==> src/rtl/bls_pkg.sv <==
package bls_pkg;

  localparam int KIND_W       = 3;
  localparam int KEY_W        = 64;
  localparam int CAP_W        = 6;
  localparam int DEPTH_DEF    = 32;
  localparam int KEY_BITS_DEF = 64;

  localparam logic [CAP_W-1:0] CAP_RESET = 6'd32;

  // operation codes carried by in_kind
  localparam logic [KIND_W-1:0] KIND_PUSH    = 3'd0;
  localparam logic [KIND_W-1:0] KIND_POP     = 3'd1;
  localparam logic [KIND_W-1:0] KIND_PEEK    = 3'd2;
  localparam logic [KIND_W-1:0] KIND_DUMP_TD = 3'd3;
  localparam logic [KIND_W-1:0] KIND_DUMP_BU = 3'd4;

  // depth of the command queue and of the result queue
  localparam int Q_DEPTH = 4;
  localparam int Q_PTR_W = 2;
  localparam int Q_LVL_W = 3;

  typedef struct packed {
    logic               full;
    logic               empty;
    logic [Q_LVL_W-1:0] level;
  } q_stat_t;

endpackage

==> src/rtl/bls_fifo.sv <==
module bls_fifo
  import bls_pkg::*;
#(
  parameter int WIDTH = KIND_W + KEY_BITS_DEF
) (
  input  logic             clk,
  input  logic             rst_n,
  input  logic             wr_en,
  input  logic [WIDTH-1:0] wr_data,
  input  logic             rd_en,
  output logic [WIDTH-1:0] rd_data,
  output q_stat_t          stat
);

  logic [WIDTH-1:0]   q_r [Q_DEPTH];
  logic [Q_PTR_W-1:0] wr_ptr_r;
  logic [Q_PTR_W-1:0] rd_ptr_r;
  logic [Q_LVL_W-1:0] level_r;
  logic               do_wr;
  logic               do_rd;

  assign stat.full  = (level_r == Q_LVL_W'(Q_DEPTH));
  assign stat.empty = (level_r == '0);
  assign stat.level = level_r;

  assign do_wr   = wr_en && !stat.full;
  assign do_rd   = rd_en && !stat.empty;
  assign rd_data = q_r[rd_ptr_r];

  always_ff @(posedge clk) begin
    if (do_wr) begin
      q_r[wr_ptr_r] <= wr_data;
    end
  end

  always_ff @(posedge clk) begin
    if (!rst_n) begin
      wr_ptr_r <= '0;
      rd_ptr_r <= '0;
      level_r  <= '0;
    end else begin
      if (do_wr) begin
        wr_ptr_r <= wr_ptr_r + 1'b1;
      end
      if (do_rd) begin
        rd_ptr_r <= rd_ptr_r + 1'b1;
      end
      if (do_wr && !do_rd) begin
        level_r <= level_r + 1'b1;
      end else if (do_rd && !do_wr) begin
        level_r <= level_r - 1'b1;
      end
    end
  end

endmodule

==> src/rtl/bls_front.sv <==
module bls_front
  import bls_pkg::*;
#(
  parameter int KEY_BITS = KEY_BITS_DEF
) (
  input  logic                         push,
  input  logic [KIND_W-1:0]            in_kind,
  input  logic [KEY_W-1:0]             in_key,
  input  q_stat_t                      cmd_stat,
  output logic                         full,
  output logic                         cmd_we,
  output logic [KIND_W+KEY_BITS-1:0]   cmd_data
);

  logic kind_ok;

  // classify: drop unused codes here so the back never sees them
  always_comb begin
    unique case (in_kind)
      KIND_PUSH, KIND_POP, KIND_PEEK, KIND_DUMP_TD, KIND_DUMP_BU: kind_ok = 1'b1;
      default:                                                    kind_ok = 1'b0;
    endcase
  end

  assign full     = cmd_stat.full;
  assign cmd_we   = push && !cmd_stat.full && kind_ok;
  assign cmd_data = {in_kind, in_key[KEY_BITS-1:0]};

endmodule

==> src/rtl/bls_back.sv <==
module bls_back
  import bls_pkg::*;
#(
  parameter int DEPTH    = DEPTH_DEF,
  parameter int KEY_BITS = KEY_BITS_DEF
) (
  input  logic                       clk,
  input  logic                       rst_n,
  input  logic [CAP_W-1:0]           cap,
  input  logic [KIND_W+KEY_BITS-1:0] cmd_data,
  input  q_stat_t                    cmd_stat,
  output logic                       cmd_pop,
  input  q_stat_t                    res_stat,
  output logic                       res_we,
  output logic [KEY_BITS:0]          res_data
);

  localparam int AW = (DEPTH > 1) ? $clog2(DEPTH) : 1;
  localparam int CW = $clog2(DEPTH + 1);
  localparam int EW = 7;

  localparam logic ST_IDLE = 1'b0;
  localparam logic ST_WALK = 1'b1;

  logic [KEY_BITS-1:0] mem [DEPTH];

  logic                state_r,  state_nxt;
  logic [CW-1:0]       count_r,  count_nxt;
  logic [AW-1:0]       idx_r,    idx_nxt;
  logic [CW-1:0]       left_r,   left_nxt;
  logic                down_r,   down_nxt;
  logic                rd_v_r;
  logic [KEY_BITS-1:0] rd_q_r;
  logic                rd_last_r;

  logic [KIND_W-1:0]   cmd_kind;
  logic [KEY_BITS-1:0] cmd_key;
  logic [CW-1:0]       count_m1;
  logic                room;
  logic                wr_en;
  logic                issue;

  assign cmd_kind = cmd_data[KIND_W+KEY_BITS-1 -: KIND_W];
  assign cmd_key  = cmd_data[KEY_BITS-1:0];
  assign count_m1 = count_r - 1'b1;
  assign room     = (EW'(count_r) < EW'(cap)) && (EW'(count_r) < EW'(DEPTH));

  assign cmd_pop  = (state_r == ST_IDLE) && !cmd_stat.empty;

  // issue a read only when the result queue has a slot for it and the one in flight
  assign issue = (state_r == ST_WALK) &&
                 (({1'b0, res_stat.level} + (Q_LVL_W+1)'(rd_v_r)) < (Q_LVL_W+1)'(Q_DEPTH));

  always_comb begin
    state_nxt = state_r;
    count_nxt = count_r;
    idx_nxt   = idx_r;
    left_nxt  = left_r;
    down_nxt  = down_r;
    wr_en     = 1'b0;
    if (cmd_pop) begin
      unique case (cmd_kind)
        KIND_PUSH: begin
          if (room) begin
            wr_en     = 1'b1;
            count_nxt = count_r + 1'b1;
          end
        end
        KIND_POP: begin
          if (count_r != '0) begin
            count_nxt = count_m1;
          end
        end
        KIND_PEEK: begin
          if (count_r != '0) begin
            state_nxt = ST_WALK;
            idx_nxt   = count_m1[AW-1:0];
            left_nxt  = CW'(1);
            down_nxt  = 1'b1;
          end
        end
        KIND_DUMP_TD: begin
          if (count_r != '0) begin
            state_nxt = ST_WALK;
            idx_nxt   = count_m1[AW-1:0];
            left_nxt  = count_r;
            down_nxt  = 1'b1;
          end
        end
        KIND_DUMP_BU: begin
          if (count_r != '0) begin
            state_nxt = ST_WALK;
            idx_nxt   = '0;
            left_nxt  = count_r;
            down_nxt  = 1'b0;
          end
        end
        default: begin
        end
      endcase
    end else if (issue) begin
      idx_nxt  = down_r ? (idx_r - 1'b1) : (idx_r + 1'b1);
      left_nxt = left_r - 1'b1;
      if (left_r == CW'(1)) begin
        state_nxt = ST_IDLE;
      end
    end
  end

  always_ff @(posedge clk) begin
    if (wr_en) begin
      mem[count_r[AW-1:0]] <= cmd_key;
    end
    if (issue) begin
      rd_q_r    <= mem[idx_r];
      rd_last_r <= (left_r == CW'(1));
    end
  end

  always_ff @(posedge clk) begin
    idx_r  <= idx_nxt;
    left_r <= left_nxt;
    down_r <= down_nxt;
  end

  always_ff @(posedge clk) begin
    if (!rst_n) begin
      state_r <= ST_IDLE;
      count_r <= '0;
      rd_v_r  <= 1'b0;
    end else begin
      state_r <= state_nxt;
      count_r <= count_nxt;
      rd_v_r  <= issue;
    end
  end

  assign res_we   = rd_v_r;
  assign res_data = {rd_last_r, rd_q_r};

  a_no_overflow: assert property (@(posedge clk) disable iff (!rst_n)
    rd_v_r |-> !res_stat.full)
    else $error("result written into a full queue");

  a_count_hold: assert property (@(posedge clk) disable iff (!rst_n)
    (state_r == ST_WALK) |=> (count_r == $past(count_r)))
    else $error("stack depth changed during a walk");

  a_walk_left: assert property (@(posedge clk) disable iff (!rst_n)
    (state_r == ST_WALK) |-> (left_r != '0) && (left_r <= count_r))
    else $error("walk counter out of range");

  a_count_max: assert property (@(posedge clk) disable iff (!rst_n)
    EW'(count_r) <= EW'(DEPTH))
    else $error("stack depth above DEPTH");

endmodule

==> src/rtl/bounded_lifo_stack_with_dump.sv <==
// Bounded LIFO stack of key words with peek and full dump. Each transaction on the input
// queue carries one operation: push, pop, peek, dump top-down or dump bottom-up. Push and
// pop give no result; peek gives the top key, each dump gives every stored key with last
// set on the final one; an empty stack, a full stack on push and unused codes give
// nothing. A front stage takes the transaction into a four-entry command queue; the back
// sequencer pulls one command per cycle when idle. Peek and dump walk the entries through
// the single read port of the entry memory, pausing while the result queue has no slot;
// results pass through a four-entry result queue, so input is taken while results wait.
// Capacity (cfg_data) is clamped to DEPTH; lowering it below the stored count keeps the
// entries and only blocks pushes. Entries need no clearing at reset: only entries below
// the count are ever read. Write capacity only while idle.
module bounded_lifo_stack_with_dump
  import bls_pkg::*;
#(
  parameter int DEPTH    = DEPTH_DEF,
  parameter int KEY_BITS = KEY_BITS_DEF
) (
  input  logic              clk,
  input  logic              rst_n,
  input  logic              push,
  output logic              full,
  input  logic [KIND_W-1:0] in_kind,
  input  logic [KEY_W-1:0]  in_key,
  output logic              empty,
  input  logic              pop,
  output logic [KEY_W-1:0]  out_value,
  output logic              out_last,
  input  logic              cfg_valid,
  output logic              cfg_ready,
  input  logic [CAP_W-1:0]  cfg_data
);

  localparam int CMD_W = KIND_W + KEY_BITS;

  logic [CAP_W-1:0]  cap_r;
  logic              cmd_we;
  logic [CMD_W-1:0]  cmd_wdata;
  logic [CMD_W-1:0]  cmd_rdata;
  logic              cmd_pop;
  q_stat_t           cmd_stat;
  logic              res_we;
  logic [KEY_BITS:0] res_wdata;
  logic [KEY_BITS:0] res_rdata;
  q_stat_t           res_stat;

  // capacity register: always ready, hold until the next write
  assign cfg_ready = 1'b1;

  always_ff @(posedge clk) begin
    if (!rst_n) begin
      cap_r <= CAP_RESET;
    end else if (cfg_valid && cfg_ready) begin
      cap_r <= cfg_data;
    end
  end

  // front: take the transaction, drop unused codes, trim the key
  bls_front #(
    .KEY_BITS (KEY_BITS)
  ) u_front (
    .push     (push),
    .in_kind  (in_kind),
    .in_key   (in_key),
    .cmd_stat (cmd_stat),
    .full     (full),
    .cmd_we   (cmd_we),
    .cmd_data (cmd_wdata)
  );

  // command queue decouples input acceptance from execution
  bls_fifo #(
    .WIDTH (CMD_W)
  ) u_cmd_q (
    .clk     (clk),
    .rst_n   (rst_n),
    .wr_en   (cmd_we),
    .wr_data (cmd_wdata),
    .rd_en   (cmd_pop),
    .rd_data (cmd_rdata),
    .stat    (cmd_stat)
  );

  // back: owns the entries and the count, walks them for peek and dump
  bls_back #(
    .DEPTH    (DEPTH),
    .KEY_BITS (KEY_BITS)
  ) u_back (
    .clk      (clk),
    .rst_n    (rst_n),
    .cap      (cap_r),
    .cmd_data (cmd_rdata),
    .cmd_stat (cmd_stat),
    .cmd_pop  (cmd_pop),
    .res_stat (res_stat),
    .res_we   (res_we),
    .res_data (res_wdata)
  );

  // result queue: the oldest result sits on the output ports while not empty
  bls_fifo #(
    .WIDTH (KEY_BITS + 1)
  ) u_res_q (
    .clk     (clk),
    .rst_n   (rst_n),
    .wr_en   (res_we),
    .wr_data (res_wdata),
    .rd_en   (pop),
    .rd_data (res_rdata),
    .stat    (res_stat)
  );

  assign empty     = res_stat.empty;
  assign out_value = KEY_W'(res_rdata[KEY_BITS-1:0]);
  assign out_last  = res_rdata[KEY_BITS];

endmodule

==> config.mk <==
export PLATFORM = sky130hd
export DESIGN_NAME = bounded_lifo_stack_with_dump
export DESIGN_NICKNAME = d
export VERILOG_FILES = /design/src/rtl/bls_pkg.sv /design/src/rtl/bls_fifo.sv /design/src/rtl/bls_front.sv /design/src/rtl/bls_back.sv /design/src/rtl/bounded_lifo_stack_with_dump.sv
export SDC_FILE = /design/constraint.sdc
export NUM_CORES = 2
export LEC_CHECK = 0
export BUFFER_PORTS_ARGS = -buffer_cell sky130_fd_sc_hd__buf_2
export CAP_MARGIN = 20
export CORE_MARGIN = 4
export CORE_UTILIZATION = 56
export DETAILED_ROUTE_END_ITERATION = 8
export HOLD_SLACK_MARGIN = 0.06
export PLACE_DENSITY_LB_ADDON = 0.08
export RECOVER_POWER = 50
export SYNTH_ARGS = -nofsm -noshare
export SYNTH_HDL_FRONTEND = slang
export SYNTH_SLANG_ARGS = --single-unit
==> constraint.sdc <==
create_clock -name clk -period 6.3 [get_ports clk]
set_input_delay 1.26 -clock clk [delete_from_list [all_inputs] [get_ports clk]]
set_output_delay 1.26 -clock clk [all_outputs]
set_load 0.02 [all_outputs]
=== Word level (Yosys, flattened, before mapping) ===
Memory sizes are Yosys's and may differ from the RTL's. A register that Yosys moved wholly into a read port is not among the register bits.
Index checks and enable logic that the tools add are counted.

* Add/subtract/negate cells: 14
* $mul: 0
* Div/mod/pow operators: 0
* $lt $le $gt $ge: 3
* Equal/unequal tests: 23
* Shift-type cells: 0
* Multiplexer cells: 39
* Bitwise logic cells: 1
* Reduce and logical (&&, ||, !) cells: 41

{| class="wikitable"
|+ Operator list
! operator !! number
|-
| $mux 6 || 6
|-
| $mux 5 || 5
|-
| $pmux 6 s2 || 2
|-
| $reduce_and 4->1 || 5
|-
| $ne 3x2->1 const B || 6
|-
| $mux 1 || 16
|-
| $logic_and 1x1->1 || 13
|-
| $eq 3x2->1 const B || 4
|-
| $eq 3x3->1 const B || 4
|-
| $logic_not 3->1 || 4
|-
| $mux 3 || 4
|-
| $reduce_bool 2->1 || 6
|-
| $sub 6x1->6 const B || 2
|-
| $ne 2x1->1 const B || 5
|-
| $pmux 5 s2 || 1
|-
| $add 2x1->2 const B || 4
|-
| $logic_not 1->1 || 8
|-
| $mux 2 || 4
|-
| $add 3x1->3 const B || 2
|-
| $add 6x1->6 const B || 1
|-
| $eq 3x1->1 const B || 2
|-
| $eq 6x1->1 const B || 1
|-
| $lt 6x6->1 || 1
|-
| $lt 6x6->1 const B || 1
|-
| 12 further kinds || 14
|}

* Bits in registers: 41
* Bits in latches: 0
* RAM bits: 2576
* Bits in read-only memories: 0
* Output and inout bits: 68
* Memories: 3

{| class="wikitable"
|+ Memories
! memory !! depth !! bits a word !! read ports !! clocked after memory_dff !! write ports !! RTL line !! source
|-
| u_back.mem || 32 || 64 || 1 || 1 || 1 || bls_back.sv:25 || <nowiki>logic [KEY_BITS-1:0] mem [DEPTH];</nowiki>
|-
| u_cmd_q.q_r || 4 || 67 || 1 || 1 || 1 || bls_fifo.sv:15 || <nowiki>logic [WIDTH-1:0] q_r [Q_DEPTH];</nowiki>
|-
| u_res_q.q_r || 4 || 65 || 1 || 1 || 1 || bls_fifo.sv:15 ||
|}

=== Logic depth before layout (Yosys ltp) ===
* Depth in word-level cells: 9
* Mapped depth: 11
* Mapped depth without buffers: 9

=== Cells and area by module ===
From an unflattened synthesis, not the netlist that was laid out.

* Cells, all modules: 4073
* Area total of the unflattened synthesis: 101827.7 um^2

{| class="wikitable"
|+ Modules (own cells, without submodules)
! module !! instances !! cells an instance !! area an instance (um^2)
|-
| bls_back || 1 || 3197 || 80983.9
|-
| bls_fifo at u_cmd_q || 1 || 398 || 10174.8
|-
| bls_fifo at u_res_q || 1 || 387 || 9907.0
|-
| bls_front || 1 || 70 || 524.3
|-
| bounded_lifo_stack_with_dump || 1 || 21 || 237.7
|}

=== Least setup slack after synthesis ===
OpenSTA, ideal clock, no wires.

* Path type: flip-flop to flip-flop
* From: register u_res_q.level_r[1]
* To: register u_back.left_r[0], enable pin
* Library setup time: 0.368 ns
* Arrival time: 6.471 ns
* Required time: 5.932 ns
* Slack: -0.540 ns
* Cell stages (with the launch flop): 4
* Buffers on the path: 0
* Period minus slack after synthesis: 6.840 ns
* Path through: dfxtp_1 > a311oi_1 > a21oi_1 > nor2_1

* Longest elaborated chain between the ends: 5

{| class="wikitable"
|+ RTL lines
! element !! RTL line !! source
|-
| start, declared || bls_fifo.sv:18 || <nowiki>logic [Q_LVL_W-1:0] level_r;</nowiki>
|-
| start signal, assigned || bls_fifo.sv:49 || <nowiki>level_r <= level_r + 1'b1;</nowiki>
|-
| start signal, assigned || bls_fifo.sv:51 || <nowiki>level_r <= level_r - 1'b1;</nowiki>
|-
| $add 3x1->4 || bls_back.sv:52 || <nowiki>(({1'b0, res_stat.level} + (Q_LVL_W+1)'(rd_v_r)) < (Q_LVL_W+1)'(Q_DEPTH));</nowiki>
|-
| $lt 4x3->1 || bls_back.sv:52 ||
|-
| $logic_and 1x1->1 || bls_back.sv:51 || <nowiki>assign issue = (state_r == ST_WALK) &&</nowiki>
|-
| named net u_back.issue || bls_back.sv:41 || <nowiki>logic issue;</nowiki>
|-
| $reduce_bool 2->1 (no source line) || n/a ||
|-
| $reduce_and 4->1 (no source line) || n/a ||
|-
| end signal, assigned || bls_back.sv:122 || <nowiki>left_r <= left_nxt;</nowiki>
|-
| end, declared || bls_back.sv:30 || <nowiki>logic [CW-1:0] left_r, left_nxt;</nowiki>
|}

The timed path passes the listed nets, and every way through them passes these cells.
A chain may end at the register's enable or synchronous reset.

==> impl_metrics.py <==
metrics = {
    "status": {
        "status": "complete, but fails checks",
        "violations": "capacitance limit, slew limit",
    },
    "sta": {
        "maxSlewViolCount": 541,
        "hold_viol_final": 0,
        "postLayoutSetupSlackWorst_ns": 0.971,
        "fin_worst_skew_ns": 0.0393,
        "setup-violations-final": 0,
        "timing.fmax_mhz": 188,
        "post_layout_minimum_cycle_time_ns": 5.33,
        "slew_headroom_pct": -156,
        "timing_worst_slew_pin_value_ns": 3.84,
        "min_period_over_period_pct": 84.6,
        "setup-tns-final_ns": 0,
        "rsz_0062_raised_after_global_routing": "false",
    },
    "worst_setup_path": {
        "cp_data_arrival_time_ns": 5.97,
        "worst_r2r_startpoint": "u_back.idx_r[1]",
        "cp_max_fo": 128,
        "worstPathRequired_ns": 6.95,
        "r2r_slack_ns": 0.97,
        "timing.rr.end": "u_back.rd_q_r[15]",
        "critical_path.endpoint_type": "flop",
        "ff_to_ff_path_depth": 4,
        "worstSetupStartpointType": "flop",
        "timing.setup.critical_path_class": "reg2reg",
    },
    "placement": {
        "dp_slack_ns": 1.55,
        "place_hpwl_mm": 133,
        "place_area_um2": 105000,
        "gp_congestion": 0.761,
        "port-buffer-count": 144,
    },
    "die": {
        "die_width_um": 433,
        "die_height_um": 433,
        "std_cell_rows": 155,
        "pin_count": 146,
        "die_ar_um2": 188000,
        "core_region_area_um2": 179000,
        "start_util_pct": 56.5,
    },
    "clocking": {
        "post-cts-setup-buffer-count": 0,
        "clkSinkCount": 2685,
        "insertion_delay_ns": 0.92,
        "cts_tree": "yes",
        "clock_tree.root_cell": "clkbuf_16",
        "clock_tree.htree_level_count": 5,
        "path_clk_slew_ns": 0.06,
        "holdBufCountCts": 0,
        "cts_resized": 0,
        "total_clock_buffers_created_by_cts": 289,
        "clock_tree.buffer_depth": 4,
    },
    "worst_hold_path": {
        "hold-path-endpoint": "u_res_q.q_r[1][47]",
        "holdCritPathClass": "reg2reg",
        "hold_path_depth": 0,
        "hp-start": "u_back.rd_q_r[47]",
    },
    "synth": {
        "yosys-top-cells-area": "edfxtp_1, mux4_2, dfxtp_1",
        "synth_sequential_area_ratio_pct": 79.4,
        "yosys_warnings": 0,
        "synth-async-reset-ratio_pct": 0,
        "postSynth.topFlopCell": "edfxtp_1",
        "yosysTopAreaCellShare_pct": 78.7,
        "netlist_instances": 4103,
        "synth_largest_area_cell": "edfxtp_1",
        "distinct_cell_type_count_of_the_synthesized_netlist": 52,
        "postSynthRegisterBits": 2685,
        "syn-num-nets": 4209,
        "syn_area_per_cell_um2": 24.7,
        "syn_std_cell_area_um2": 101000,
        "synth_enable_flop_cells": 2653,
    },
    "detailed_routing": {
        "post_drt_wl_per_cell_um": 33.5,
        "dr.pass1.iters": 5,
        "drtAntennaViolNets": 0,
        "routed_wirelength_mm": 234,
        "initialDrtViolationCount": 5272,
        "drcViolationCount": 0,
        "avgViaCountPerCell": 6.43,
        "routed-via-count": 45000,
    },
    "pwr": {
        "seq_power_share_pct": 47.6,
        "power.switching_fraction_pct": 26.8,
        "combinationalPowerShare_pct": 19.6,
        "power_report.internal_total_uw": 34200,
        "irDropWorstVdd_uv": 322,
        "p_leak_uw": 0.0352,
        "power_switching_uw": 12500,
        "clockPowerShare_pct": 32.8,
        "power_density_nw_per_um2": 411,
    },
    "global_route": {
        "first_global_vias": 45900,
        "global_route.usage.total_pct": 25.5,
        "maximum_number_of_pins_on_one_net_before_global_route_repair": 131,
        "globalRoute.totalOverflow": 0,
        "grt_antenna_before_repair": 39,
        "grt_first_pass_wirelength_mm": 337,
    },
    "flow_run": {
        "cap_violations": 14,
    },
    "cells_and_area": {
        "layout_cell_share_with_drive_strength_beyond_1_pct": 29.5,
        "layout.core_utilization_pct": 63.5,
        "final_cell_mix": "edfxtp_1, mux4_2, clkbuf_16, clkbuf_1, nand2_1",
        "layout.nets": 4549,
        "mostFrequentLayoutCell": "edfxtp_1",
        "area_added_between_synthesis_and_finish_pct": 12.3,
        "ff_latch_area_um2": 80300,
        "total_area_of_multi_input_combinational_cells_um2": 20100,
        "fillers": 11800,
        "non_filler_cell_area_final_um2": 114000,
    },
}
==> cell type report <==
class,instances,area share (%)
clock buffers,373,6.77
diodes,11,0.0242
multi-input cells,1198,17.7
inverters,23,0.0759
clock inverters,108,0.629
well taps,2355,2.59
repair buffers,246,1.56
flip-flops and latches,2685,70.6
==> worst max path at each step <==
| stage | from | cells after the start | to | slack [ns] |
|---|---|---|---|---|
| after CTS | flop | 7 | u_back.mem[11][23] | 1.56 |
| after detailed placement | flop | 7 | u_back.mem[11][23] | 1.55 |
| after global placement | flop | 7 | u_back.mem[30][24] | 1.56 |
| after floorplan | flop | 7 | u_back.mem[12][0] | 1.41 |
| after global routing | u_back.idx_r[1] | 4 | u_back.rd_q_r[45] | 0.75 |
| final | u_back.idx_r[1] | 4 | u_back.rd_q_r[15] | 0.97 |
==> layer usage <==
layer / track usage [%] / part of all wire [%] / routed length [µm] / up-vias
met5: 0 / 0.047 / 109 / -
met4: 5.48 / 1.8 / 4100 / 16
met3: 6.93 / 9.3 / 21900 / 312
met2: 37.1 / 46 / 107000 / 1955
met1: 39.6 / 43 / 101000 / 24500
li1: - / - / - / 18300
==> stage by stage <==
| stage | hold slack [ns] | total power, µW | std cells |
|---|---|---|---|
| 2_1_floorplan | 0.459 | 28200 | 4103 |
| 3_3_place_gp | 0.468 | 31700 | 6505 |
| 3_5_place_dp | 0.487 | 31800 | 6506 |
| 4_1_cts | 0.486 | 47100 | 6987 |
| 5_1_grt | 0.508 | 48600 | 6989 |
| 6_report | 0.493 | 46700 | 6999 |
==> power groups by stage <==
stage               Clock (µW)  Combinational (µW)  Sequential (µW)
floorplan                    0                5820            22300
global placement             0                9100            22600
detailed placement           0                9210            22600
CTS                      15700                9230            22300
global route             16500                9800            22300
finish                   15300                9140            22300
==> critical path: stages, from the launching register on <==
cell and delay [ns]:
edfxtp_1 0.69, buf_2 2.70, mux4_2 0.57, mux4_2 0.56, mux2_2 0.34
==> kinds of logic (layout without fill, tap and decap cells) <==
| kind of cell | count (synthesis) | in the layout | share of synthesized area [%] |
|---|---|---|---|
| compound gates | 87 | 87 | 0.517 |
| simple gates | 233 | 233 | 1.06 |
| mux | 827 | 827 | 17.5 |
| buf+inv | 220 | 750 | 0.975 |
| xor+xnor | 22 | 22 | 0.190 |
| other cells | 1 | 12 | 0.00371 |
| fa+ha+maj | 28 | 28 | 0.368 |
| flops | 2685 | 2685 | 79.4 |
==> flip-flops by register name (all words and copies together), names as in the netlist, 2 cells and up, named ones only <==
| register | count |
|---|---|
| cap_r | 6 |
| u_back.count_r | 6 |
| u_back.idx_r | 5 |
| u_back.left_r | 6 |
| u_back.mem | 2048 |
| u_back.rd_q_r | 64 |
| u_cmd_q.level_r | 3 |
| u_cmd_q.q_r | 268 |
| u_cmd_q.rd_ptr_r | 2 |
| u_cmd_q.wr_ptr_r | 2 |
| u_res_q.level_r | 3 |
| u_res_q.q_r | 260 |
| u_res_q.rd_ptr_r | 2 |
| u_res_q.wr_ptr_r | 2 |
==> synth_stat cells, types with 8 or more instances <==
master and n:
dfxtp_1 32, o21ai_1 24, nor2b_1 19, buf_4 18, clkbuf_1 92, o21ai_0 13
nand2_1 107, mux4_2 751, a21oi_1 16, mux2_2 51, ha_1 25, edfxtp_1 2653
xnor2_1 15, buf_2 63, buf_1 22, nor2_1 50, inv_1 21, and2_1 20
a211oi_1 8, mux2i_1 25
Power figures use the tool's default switching activity.
